[src/oil_pkg.sv]
// Shared types, constants and controller/datapath command encodings for the ordered list.
package oil_pkg;

  // Default storage geometry.
  localparam int unsigned OIL_DEPTH       = 16;
  localparam int unsigned OIL_VALUE_WIDTH = 32;

  // Fixed widths of the beat fields.
  localparam int unsigned OIL_IN_VALUE_W  = 32;
  localparam int unsigned OIL_OUT_VALUE_W = 32;
  localparam int unsigned OIL_OUT_INDEX_W = 4;

  typedef enum logic [1:0] {
    OP_INSERT  = 2'd0,
    OP_READOUT = 2'd1,
    OP_CLEAR   = 2'd2
  } op_e;

  typedef enum logic [1:0] {
    KIND_ENTRY = 2'd0,
    KIND_FULL  = 2'd1,
    KIND_EMPTY = 2'd2
  } kind_e;

  typedef struct packed {
    op_e                              op;
    logic signed [OIL_IN_VALUE_W-1:0] value;
  } in_beat_t;

  typedef struct packed {
    kind_e                             kind;
    logic signed [OIL_OUT_VALUE_W-1:0] entry_value;
    logic [OIL_OUT_INDEX_W-1:0]        entry_index;
    logic                              last;
  } out_beat_t;

  typedef enum logic [2:0] {
    ST_IDLE,
    ST_INS_RD,
    ST_INS_CMP,
    ST_INS_PUT,
    ST_OUT_RD,
    ST_OUT_LOAD,
    ST_REJECT,
    ST_EMPTY
  } state_e;

  typedef enum logic [2:0] {
    IDX_HOLD,
    IDX_TOP,
    IDX_ZERO,
    IDX_DEC,
    IDX_INC
  } idx_op_e;

  typedef enum logic [1:0] {
    CNT_HOLD,
    CNT_CLEAR,
    CNT_INC
  } cnt_op_e;

  typedef enum logic [1:0] {
    WR_NONE,
    WR_SHIFT,
    WR_VAL_ABOVE,
    WR_VAL_AT
  } wr_sel_e;

  typedef enum logic [1:0] {
    OUT_NONE,
    OUT_ENTRY,
    OUT_FULL,
    OUT_EMPTY
  } out_sel_e;

  typedef struct packed {
    logic     capture;
    idx_op_e  idx_op;
    cnt_op_e  cnt_op;
    logic     ram_re;
    wr_sel_e  wr_sel;
    out_sel_e out_sel;
  } oil_cmd_t;

  typedef struct packed {
    logic count_zero;
    logic full;
    logic ge;
    logic idx_zero;
    logic idx_last;
    logic out_free;
  } oil_status_t;

endpackage

[src/oil_ram.sv]
// Generic single-write, single-read RAM with registered read data.
module oil_ram #(
  parameter int unsigned Width = 32,
  parameter int unsigned Depth = 16
) (
  input  logic                     clk_i,
  input  logic                     we_i,
  input  logic [$clog2(Depth)-1:0] waddr_i,
  input  logic [Width-1:0]         wdata_i,
  input  logic                     re_i,
  input  logic [$clog2(Depth)-1:0] raddr_i,
  output logic [Width-1:0]         rdata_o
);

  logic [Width-1:0] mem_q [Depth];
  logic [Width-1:0] rdata_q;

  always_ff @(posedge clk_i) begin
    if (we_i) begin
      mem_q[waddr_i] <= wdata_i;
    end
  end

  always_ff @(posedge clk_i) begin
    if (re_i) begin
      rdata_q <= mem_q[raddr_i];
    end
  end

  assign rdata_o = rdata_q;

endmodule

[src/oil_dp.sv]
// Datapath of the ordered list: entry store, counters, operand and output register.
module oil_dp import oil_pkg::*; #(
  parameter int unsigned Depth      = OIL_DEPTH,
  parameter int unsigned ValueWidth = OIL_VALUE_WIDTH
) (
  input  logic        clk_i,
  input  logic        rst_ni,
  input  logic signed [OIL_IN_VALUE_W-1:0] in_value_i,
  input  oil_cmd_t    cmd_i,
  output oil_status_t status_o,
  output logic        out_valid_o,
  input  logic        out_ready_i,
  output out_beat_t   out_data_o
);

  localparam int unsigned AW = $clog2(Depth);
  localparam int unsigned CW = $clog2(Depth + 1);

  logic [CW-1:0]         count_q, count_d;
  logic [AW-1:0]         idx_q, idx_d;
  logic [ValueWidth-1:0] value_q;
  logic [ValueWidth-1:0] rdata;
  logic                  out_valid_q, out_valid_d;
  out_beat_t             out_q, out_d;

  logic [ValueWidth+OIL_IN_VALUE_W-1:0]  value_sx;
  logic [CW-1:0]                         count_m1;
  logic [AW-1:0]                         idx_p1;
  logic [CW-1:0]                         idx_p1_wide;
  logic                                  we;
  logic [AW-1:0]                         waddr;
  logic [ValueWidth-1:0]                 wdata;
  logic [ValueWidth+OIL_OUT_VALUE_W-1:0] rdata_zx;
  logic [AW+OIL_OUT_INDEX_W-1:0]         idx_zx;

  // Sign-extend the input value, then keep the storage width.
  assign value_sx = {{ValueWidth{in_value_i[OIL_IN_VALUE_W-1]}}, in_value_i};

  always_ff @(posedge clk_i) begin
    if (cmd_i.capture) begin
      value_q <= value_sx[ValueWidth-1:0];
    end
  end

  assign count_m1    = count_q - CW'(1);
  assign idx_p1      = idx_q + AW'(1);
  assign idx_p1_wide = CW'(idx_q) + CW'(1);

  always_comb begin
    count_d = count_q;
    unique case (cmd_i.cnt_op)
      CNT_CLEAR: count_d = '0;
      CNT_INC:   count_d = count_q + CW'(1);
      default:   count_d = count_q;
    endcase
  end

  always_comb begin
    idx_d = idx_q;
    unique case (cmd_i.idx_op)
      IDX_TOP:  idx_d = count_m1[AW-1:0];
      IDX_ZERO: idx_d = '0;
      IDX_DEC:  idx_d = idx_q - AW'(1);
      IDX_INC:  idx_d = idx_p1;
      default:  idx_d = idx_q;
    endcase
  end

  always_ff @(posedge clk_i or negedge rst_ni) begin
    if (!rst_ni) begin
      count_q <= '0;
      idx_q   <= '0;
    end else begin
      count_q <= count_d;
      idx_q   <= idx_d;
    end
  end

  always_comb begin
    we    = 1'b1;
    waddr = idx_p1;
    wdata = value_q;
    unique case (cmd_i.wr_sel)
      WR_SHIFT: begin
        waddr = idx_p1;
        wdata = rdata;
      end
      WR_VAL_ABOVE: begin
        waddr = idx_p1;
        wdata = value_q;
      end
      WR_VAL_AT: begin
        waddr = idx_q;
        wdata = value_q;
      end
      default: we = 1'b0;
    endcase
  end

  oil_ram #(
    .Width(ValueWidth),
    .Depth(Depth)
  ) u_ram (
    .clk_i   (clk_i),
    .we_i    (we),
    .waddr_i (waddr),
    .wdata_i (wdata),
    .re_i    (cmd_i.ram_re),
    .raddr_i (idx_q),
    .rdata_o (rdata)
  );

  // Output register: one beat of slack between the list and the consumer.
  assign rdata_zx = {{OIL_OUT_VALUE_W{1'b0}}, rdata};
  assign idx_zx   = {{OIL_OUT_INDEX_W{1'b0}}, idx_q};

  always_comb begin
    out_d       = out_q;
    out_valid_d = out_valid_q && !out_ready_i;
    unique case (cmd_i.out_sel)
      OUT_ENTRY: begin
        out_valid_d       = 1'b1;
        out_d.kind        = KIND_ENTRY;
        out_d.entry_value = rdata_zx[OIL_OUT_VALUE_W-1:0];
        out_d.entry_index = idx_zx[OIL_OUT_INDEX_W-1:0];
        out_d.last        = (count_q == idx_p1_wide);
      end
      OUT_FULL: begin
        out_valid_d = 1'b1;
        out_d       = '{kind: KIND_FULL, entry_value: '0, entry_index: '0, last: 1'b1};
      end
      OUT_EMPTY: begin
        out_valid_d = 1'b1;
        out_d       = '{kind: KIND_EMPTY, entry_value: '0, entry_index: '0, last: 1'b1};
      end
      default: ;
    endcase
  end

  always_ff @(posedge clk_i or negedge rst_ni) begin
    if (!rst_ni) begin
      out_valid_q <= 1'b0;
    end else begin
      out_valid_q <= out_valid_d;
    end
  end

  always_ff @(posedge clk_i) begin
    out_q <= out_d;
  end

  assign out_valid_o = out_valid_q;
  assign out_data_o  = out_q;

  assign status_o.count_zero = (count_q == '0);
  assign status_o.full       = (count_q == CW'(Depth));
  assign status_o.ge         = ($signed(rdata) >= $signed(value_q));
  assign status_o.idx_zero   = (idx_q == '0);
  assign status_o.idx_last   = (count_q == idx_p1_wide);
  assign status_o.out_free   = !out_valid_q || out_ready_i;

endmodule

[src/oil_ctrl.sv]
// Controller state machine that sequences inserts, readouts and clears.
module oil_ctrl import oil_pkg::*; (
  input  logic        clk_i,
  input  logic        rst_ni,
  input  logic        in_valid_i,
  input  op_e         in_op_i,
  output logic        in_ready_o,
  input  oil_status_t status_i,
  output oil_cmd_t    cmd_o
);

  state_e state_q, state_d;

  always_ff @(posedge clk_i or negedge rst_ni) begin
    if (!rst_ni) begin
      state_q <= ST_IDLE;
    end else begin
      state_q <= state_d;
    end
  end

  always_comb begin
    state_d = state_q;
    unique case (state_q)
      ST_IDLE: begin
        if (in_valid_i) begin
          unique case (in_op_i)
            OP_INSERT: begin
              if (status_i.full) begin
                state_d = ST_REJECT;
              end else if (status_i.count_zero) begin
                state_d = ST_INS_PUT;
              end else begin
                state_d = ST_INS_RD;
              end
            end
            OP_READOUT: state_d = status_i.count_zero ? ST_EMPTY : ST_OUT_RD;
            default:    state_d = ST_IDLE;
          endcase
        end
      end
      ST_INS_RD: state_d = ST_INS_CMP;
      ST_INS_CMP: begin
        if (!status_i.ge) begin
          state_d = ST_IDLE;
        end else if (status_i.idx_zero) begin
          state_d = ST_INS_PUT;
        end else begin
          state_d = ST_INS_RD;
        end
      end
      ST_INS_PUT: state_d = ST_IDLE;
      ST_OUT_RD:  state_d = ST_OUT_LOAD;
      ST_OUT_LOAD: begin
        if (status_i.out_free) begin
          state_d = status_i.idx_last ? ST_IDLE : ST_OUT_RD;
        end
      end
      ST_REJECT, ST_EMPTY: begin
        if (status_i.out_free) begin
          state_d = ST_IDLE;
        end
      end
      default: state_d = ST_IDLE;
    endcase
  end

  always_comb begin
    cmd_o      = '{capture: 1'b0, idx_op: IDX_HOLD, cnt_op: CNT_HOLD, ram_re: 1'b0,
                   wr_sel: WR_NONE, out_sel: OUT_NONE};
    in_ready_o = 1'b0;
    unique case (state_q)
      ST_IDLE: begin
        in_ready_o    = 1'b1;
        cmd_o.capture = in_valid_i;
        if (in_valid_i) begin
          unique case (in_op_i)
            OP_INSERT:  cmd_o.idx_op = status_i.count_zero ? IDX_ZERO : IDX_TOP;
            OP_READOUT: cmd_o.idx_op = IDX_ZERO;
            OP_CLEAR:   cmd_o.cnt_op = CNT_CLEAR;
            default:    ;
          endcase
        end
      end
      ST_INS_RD: cmd_o.ram_re = 1'b1;
      ST_INS_CMP: begin
        if (!status_i.ge) begin
          cmd_o.wr_sel = WR_VAL_ABOVE;
          cmd_o.cnt_op = CNT_INC;
        end else begin
          cmd_o.wr_sel = WR_SHIFT;
          if (!status_i.idx_zero) begin
            cmd_o.idx_op = IDX_DEC;
          end
        end
      end
      ST_INS_PUT: begin
        cmd_o.wr_sel = WR_VAL_AT;
        cmd_o.cnt_op = CNT_INC;
      end
      ST_OUT_RD: cmd_o.ram_re = 1'b1;
      ST_OUT_LOAD: begin
        if (status_i.out_free) begin
          cmd_o.out_sel = OUT_ENTRY;
          if (!status_i.idx_last) begin
            cmd_o.idx_op = IDX_INC;
          end
        end
      end
      ST_REJECT: begin
        if (status_i.out_free) begin
          cmd_o.out_sel = OUT_FULL;
        end
      end
      ST_EMPTY: begin
        if (status_i.out_free) begin
          cmd_o.out_sel = OUT_EMPTY;
        end
      end
      default: ;
    endcase
  end

endmodule

[src/ordered_insertion_list.sv]
// Insert: each stored entry at or above the new value is read, compared and moved up; clear resets the count.
// Readout: each entry is one read of the entry RAM, loaded once the output register is free.
// Full-list reject and empty readout: one result beat each.
// Items are taken one at a time; a result beat waits in the output register while the next
// item is accepted. Reset empties the list at once; the entry RAM itself is not cleared.
// Top level of the ordered insertion list.
module ordered_insertion_list import oil_pkg::*; #(
  parameter int unsigned DEPTH       = OIL_DEPTH,
  parameter int unsigned VALUE_WIDTH = OIL_VALUE_WIDTH
) (
  input  logic      clk_i,
  input  logic      rst_ni,
  input  logic      in_valid_i,
  output logic      in_ready_o,
  input  in_beat_t  in_data_i,
  output logic      out_valid_o,
  input  logic      out_ready_i,
  output out_beat_t out_data_o
);

  // The controller and the datapath talk only through these two bundles.
  oil_cmd_t    cmd;
  oil_status_t status;

  // The controller walks the list from the top entry down on an insert, moving each
  // entry that is greater than or equal to the new value up by one place, and writes
  // the new value into the gap it leaves. A readout walks the list from the bottom up.
  oil_ctrl u_ctrl (
    .clk_i      (clk_i),
    .rst_ni     (rst_ni),
    .in_valid_i (in_valid_i),
    .in_op_i    (in_data_i.op),
    .in_ready_o (in_ready_o),
    .status_i   (status),
    .cmd_o      (cmd)
  );

  // The datapath holds the entry RAM, the entry count, the walk index, the captured
  // operand and the output beat register.
  oil_dp #(
    .Depth      (DEPTH),
    .ValueWidth (VALUE_WIDTH)
  ) u_dp (
    .clk_i       (clk_i),
    .rst_ni      (rst_ni),
    .in_value_i  (in_data_i.value),
    .cmd_i       (cmd),
    .status_o    (status),
    .out_valid_o (out_valid_o),
    .out_ready_i (out_ready_i),
    .out_data_o  (out_data_o)
  );

endmodule
[config.mk]
export PLATFORM = sky130hd
export DESIGN_NAME = ordered_insertion_list
export DESIGN_NICKNAME = d
export VERILOG_FILES = /design/src/oil_pkg.sv /design/src/oil_ram.sv /design/src/oil_dp.sv /design/src/oil_ctrl.sv /design/src/ordered_insertion_list.sv
export SDC_FILE = /design/constraint.sdc
export NUM_CORES = 1
export LEC_CHECK = 0
export BUFFER_PORTS_ARGS = -buffer_cell sky130_fd_sc_hd__buf_4
export CAP_MARGIN = 20
export CORE_MARGIN = 2
export CORE_UTILIZATION = 62
export CTS_CLUSTER_DIAMETER = 30
export DETAILED_ROUTE_END_ITERATION = 10
export GPL_TIMING_DRIVEN = 1
export PLACE_DENSITY_LB_ADDON = 0.2
export RECOVER_POWER = 25
export SLEW_MARGIN = 20
export SYNTH_ARGS = -nofsm -noshare
export SYNTH_HDL_FRONTEND = slang
export SYNTH_HIERARCHICAL = 1
export SYNTH_SLANG_ARGS = --single-unit
[constraint.sdc]
create_clock -name clk_i -period 7.3 [get_ports clk_i]
set_input_delay 1.46 -clock clk_i [delete_from_list [all_inputs] [get_ports clk_i]]
set_output_delay 1.46 -clock clk_i [all_outputs]
set_load 0.02 [all_outputs]
* Word level (Yosys, flattened, before mapping)
Memories as Yosys holds them, arrays and structs flattened. A register that Yosys moved wholly into a read port is not among the register bits.
Index checks and enable logic that the tools add are counted.
** Operators by class
- $add $sub $neg :: 5
- $lt $le $gt $ge :: 1
- Equality and inequality tests :: 26
- Multiplexer cells :: 39
- Reduce and logical (&&, ||, !) cells :: 16
** Operators with widths (count)
- case mux 39 bit (3 select lines) :: 1
- greater-or-equal comparator 32 bit :: 1
- 2-to-1 mux 32 bit :: 1
- 2-to-1 mux 3 bit :: 7
- case mux 3 bit (7 select lines) :: 1
- 2-to-1 mux 2 bit :: 10
- case mux 4 bit (4 select lines) :: 1
- equality test 3 bit (second input constant) :: 5
- equality test 2 bit (second input constant) :: 6
- equality test 3 x 2 -> 1 bit (second input constant) :: 4
- case mux 2 bit (3 select lines) :: 2
- case mux 3 bit (2 select lines) :: 2
- case mux 5 bit (2 select lines) :: 1
- 2-to-1 mux 1 bit :: 9
- case mux 3 bit (3 select lines) :: 1
- equality test 2 x 1 -> 1 bit (second input constant) :: 4
- subtractor 4 x 1 -> 4 bit (second input constant) :: 2
- equality test 3 x 1 -> 1 bit (second input constant) :: 2
- inequality test 2 bit (second input constant) :: 3
- OR reduction 3 bit :: 2
- adder 4 x 1 -> 5 bit (second input constant) :: 1
- adder 5 x 1 -> 5 bit (second input constant) :: 1
- equality test 5 bit :: 1
- equality test 5 bit (second input constant) :: 1
- 16 further kinds :: 18
** Storage, ports and cells
- Flip-flop bits (word level) :: 84
- RAM bits :: 512
- Output and inout port bits :: 41
- Logic and storage cells :: 97
- Memories kept :: 1
** Memory list
- u_dp.u_ram.mem_q :: words 16, bits a word 32, rd ports 1, clocked after Yosys merged registers in 1, wr ports 1, line oil_ram.sv:15 : logic [Width-1:0] mem_q [Depth];

* Longest topological paths before layout
- Depth in word-level cells :: 8
- Depth in mapped cells :: 18
- Gate-level depth less buffers :: 17

* By module
The synthesis kept the hierarchy.
** By module, submodules not included
- oil_ram :: times used 1, cells each 838, area an instance 20155.6 um^2
- oil_dp :: times used 1, cells each 402, area an instance 4444.3 um^2
- oil_ctrl :: times used 1, cells each 46, area an instance 361.6 um^2

* Worst setup path after synthesis
No wires, ideal clock.
- Path type :: reg-to-reg
- Start point :: register u_dp.u_ram.rdata_q[14] (netlist: u_dp/u_ram/rdata_o[14]) (read register of u_dp.u_ram.mem_q)
- End point :: memory u_dp.u_ram.mem_q[0][0] (enable)
- Setup time :: 461 ps
- Arrival time :: 5157 ps
- Required time :: 6839 ps
- Slack :: 1682 ps
- Cell stages (with the launch flop) :: 15
- Buffers on the path :: 0
- Cells stage by stage :: edfxtp_1 ha_1 nand4_1 nor4_1 a21boi_2 o31ai_1 and3_1 o22ai_1 nor2b_1 nor2_1 nand2_1 nand2_1 xnor2_1 or3b_2 nor3_1
** RTL lines
- start, declared :: line oil_ram.sv:16 : logic [Width-1:0] rdata_q;
- end, declared :: line oil_ram.sv:15

==> results.yml <==
power_and_ir_drop:
  ir_drop_mv: 0.3419
  total_leakage_power_nw: 10.37
  powerDensity_nw_per_um2: 504.9
setup_path:
  slowest_stage: "nor2b_1"
  critical_path_class: "flop to flop"
  cpLargestDelayFamily: "simple AND/OR/NAND/NOR gates"
  crit_arrival_ns: 6.76
  cpPeakStageDelay_ns: 1.44
  critical_path_peak_fanout: 34
  path_cells: "ha_1 -> nand4_1 -> nor4_1 -> o31ai_1 -> and3_1 -> o22ai_1 -> nor2b_1 -> nor2_1 -> nor2b_1 -> buf_4 -> nand2_1 -> o21ai_1"
  critPathRequiredTime_ns: 7.58
  startpoint_type: "flop"
  path_buf_inv: 1
  worst_path_most_repeated_cell: "nor2b_1"
  crit_path_end_kind: "flop"
outcome:
  violations: "max-capacitance violations, max-slew violations"
  status: "finished, violations left"
global_routing:
  grt_pass1_wl_um: 89970
  grt_max_degree: 56
  grt_pass1_vias: 14184
  antenna_found_initial: 0
  track_usage_pct: 30.20
  overflow: 0
synthesis:
  syn_nets: 1362
  ys_types: 58
  ys_ff_latch: 628
  synth_compound_area_share_pct: 4.075
  synth_warnings: 6
  synthMuxAreaShare_pct: 12.01
  synth-simple-area-share_pct: 4.241
  synth-xor-area-share_pct: 0.4912
  synth_edf_count: 615
  syn_inst: 1286
  synth_top_area_share_pct: 73.98
  synth_fa_ha_area_share_pct: 1.905
  synth.area.top_cells: "edfxtp_1 74%, mux4_2 12%, a22oi_1 1.9%, ha_1 1.9%, dfrtp_1 1.3%"
  syn-cell-area_um2: 24960
  async_reset_ff_share_pct: 2.070
  synth_top_family_by_area: "multiplexers"
  postSynthAreaPerCell_um2: 19.41
  ys.flop_type: "edfxtp_1"
  synthTopCellsByCount: "615 x edfxtp_1, 128 x mux4_2, 79 x nand2_1, 64 x a22oi_1, 44 x nor2b_1"
  ys_seq_area_share_pct: 75.29
  synth_top_area_cell: "edfxtp_1"
  synthMostInstantiatedCell: "edfxtp_1"
clock_network:
  post_cts_resized: 0
  cts_sinks: 628
  cts_buffer_depth: 3
  clk_latency_ns: 0.65
  cts_max_level: 3
  cts_root_buffer: "clkbuf_16"
  numCtsBuffers: 114
  post_cts_buffers: 0
  cts_tree: "built"
  path_clk_slew_ns: 0.05
  cts-hold-fix-buffers: 0
hold_path:
  hp-class: "flop to flop"
place:
  dp_hpwl_um: 31420
  routabilityCongestion: 0.7667
  placed_cell_area_um2: 26590
  io_buffers: 78
route:
  drc: 0
  via_count: 13613
  wl_per_cell_um: 28.82
  ant_nets: 0
  drtIter0Drc: 1632
  avgViaCountPerCell: 6.476
  totalWireLength_um: 60580
  drt_pass1_iterations: 5
finish:
  syn2layout_area_growth_pct: 21.92
  fin_nets: 1554
  drive_gt1_share_pct: 27.46
  diodes: 0
  final_design_area_no_fill_um2: 30430
sta:
  finClkSkew_ns: 0.03104
  max_freq_ghz: 0.1544
  hold_violations: 0
  tightest_slew_ns: 2.931
  setup_viol: 0
  tns_ns: 0
  rsz0062_at_grt: "no"
  relSlewSlack_pct: -95.39
  period_minus_slack_ns: 6.478
  min_period_over_period_pct: 88.75
  finalMaxSlewViolations: 317
floorplanning:
  initial_utilization_pct: 62.82
  die_area_um2: 41880
  core_um2: 39730
  dieWidth_um: 204.7
  rows: 73
  die_h_um: 204.7
  io_pins: 79
job:
  cap_violations: 9
## cells by family after synthesis
| logic type | Yosys count |
|---|---|
| AOI/OAI and AO/OA | 153 |
| DFF | 628 |
| muxes | 139 |
| adders and majority gates | 38 |
| and+or+nand+nor | 209 |
| buffers and inverters | 105 |
| xor gates and xnor gates | 14 |
## area by class of cell
type	count	area, µm²
Timing Repair Buffer	141	942.2
Sequential cell	628	18800
Multi-Input combinational cell	553	5811
Tap cell	525	656.9
Clock inverter	91	1166
Fill cell	2084	9298
Clock buffer	124	2912
Inverter	40	150.1
## per-stage QoR
stage | std cells | total power [mW] | hold slack (ns) | util [%] | worst slack (ns)
3_5_place_dp | 1886 | 9.742 | 0.5690 | 66.92 | 1.414
5_1_grt | 2102 | 15.93 | 0.6068 | 76.60 | 0.4482
2_1_floorplan | 1286 | 8.233 | 0.5055 | - | 1.683
4_1_cts | 2101 | 15.41 | 0.5757 | 77.19 | 1.005
3_3_place_gp | 1880 | 9.553 | 0.5540 | 66.56 | 1.620
6_report | 2102 | 15.37 | 0.5690 | 76.60 | 0.8215
## metal layers
layer  routed length, µm  track usage [%]  vias up
met5                   0                0        -
met4                2385            13.35        0
met3                6457            7.763      156
met2               29010            46.04      890
met1               22730            41.91     6940
li1                    -                -     5627
## placed cells by master, fill, tap and decap left out, drive strengths merged, types with 4 or more instances in the layout
cell type    n
ha          38
edfxtp     615
o21ai       41
clkinvlp    15
nand2b       7
nand3b       4
dfrtp       13
inv         53
xor2         4
clkbuf     210
nand2       79
buf         55
nor2b       45
nor2        30
mux4       128
bufinv      23
a22oi       64
a21oi       23
mux2i        8
nand4        8
a21o         4
xnor2       10
nor3         7
nand3        9
clkinv      40
## final timing paths
path	startpoint	slack, ns	cells after the start	endpoint
min in group asynchronous	rst_ni	0.88	1	u_ctrl/state_q[1]$_DFFE_PN0P_
max	u_dp/u_ram/rdata_o[31]$_DFFE_PP_	0.82	12	u_dp/u_ram/mem_q[6][21]$_DFFE_PP_
max reg2reg	u_dp/u_ram/rdata_o[31]$_DFFE_PP_	0.82	12	u_dp/u_ram/mem_q[6][21]$_DFFE_PP_
max in group asynchronous	rst_ni	5.86	1	u_dp/idx_q[1]$_DFFE_PN0P_
min reg2reg	u_dp/count_q[4]$_DFFE_PN0P_	0.57	1	u_dp/count_q[4]$_DFFE_PN0P_
min	u_dp/count_q[4]$_DFFE_PN0P_	0.57	1	u_dp/count_q[4]$_DFFE_PN0P_
## flip-flops by register name, summed over array words and instances (netlist names)
name                flops
u_dp/out_data_o        39
u_dp/out_valid_o        1
u_dp/value_q           32
u_dp/idx_q              4
u_dp/count_q            5
u_ctrl/state_q          3
u_dp/u_ram/mem_q      512
u_dp/u_ram/rdata_o     32
## where the power goes
part | internal [mW] | leakage (nW) | switching, mW | total, mW
clock network | 3.71 | 1.95 | 1.83 | 5.54
registers | 5.36 | 5.75 | 0.377 | 5.73
logic | 1.52 | 2.67 | 2.58 | 4.10
total | 10.6 | 10.4 | 4.78 | 15.4
Power figures use the tool's default switching activity.
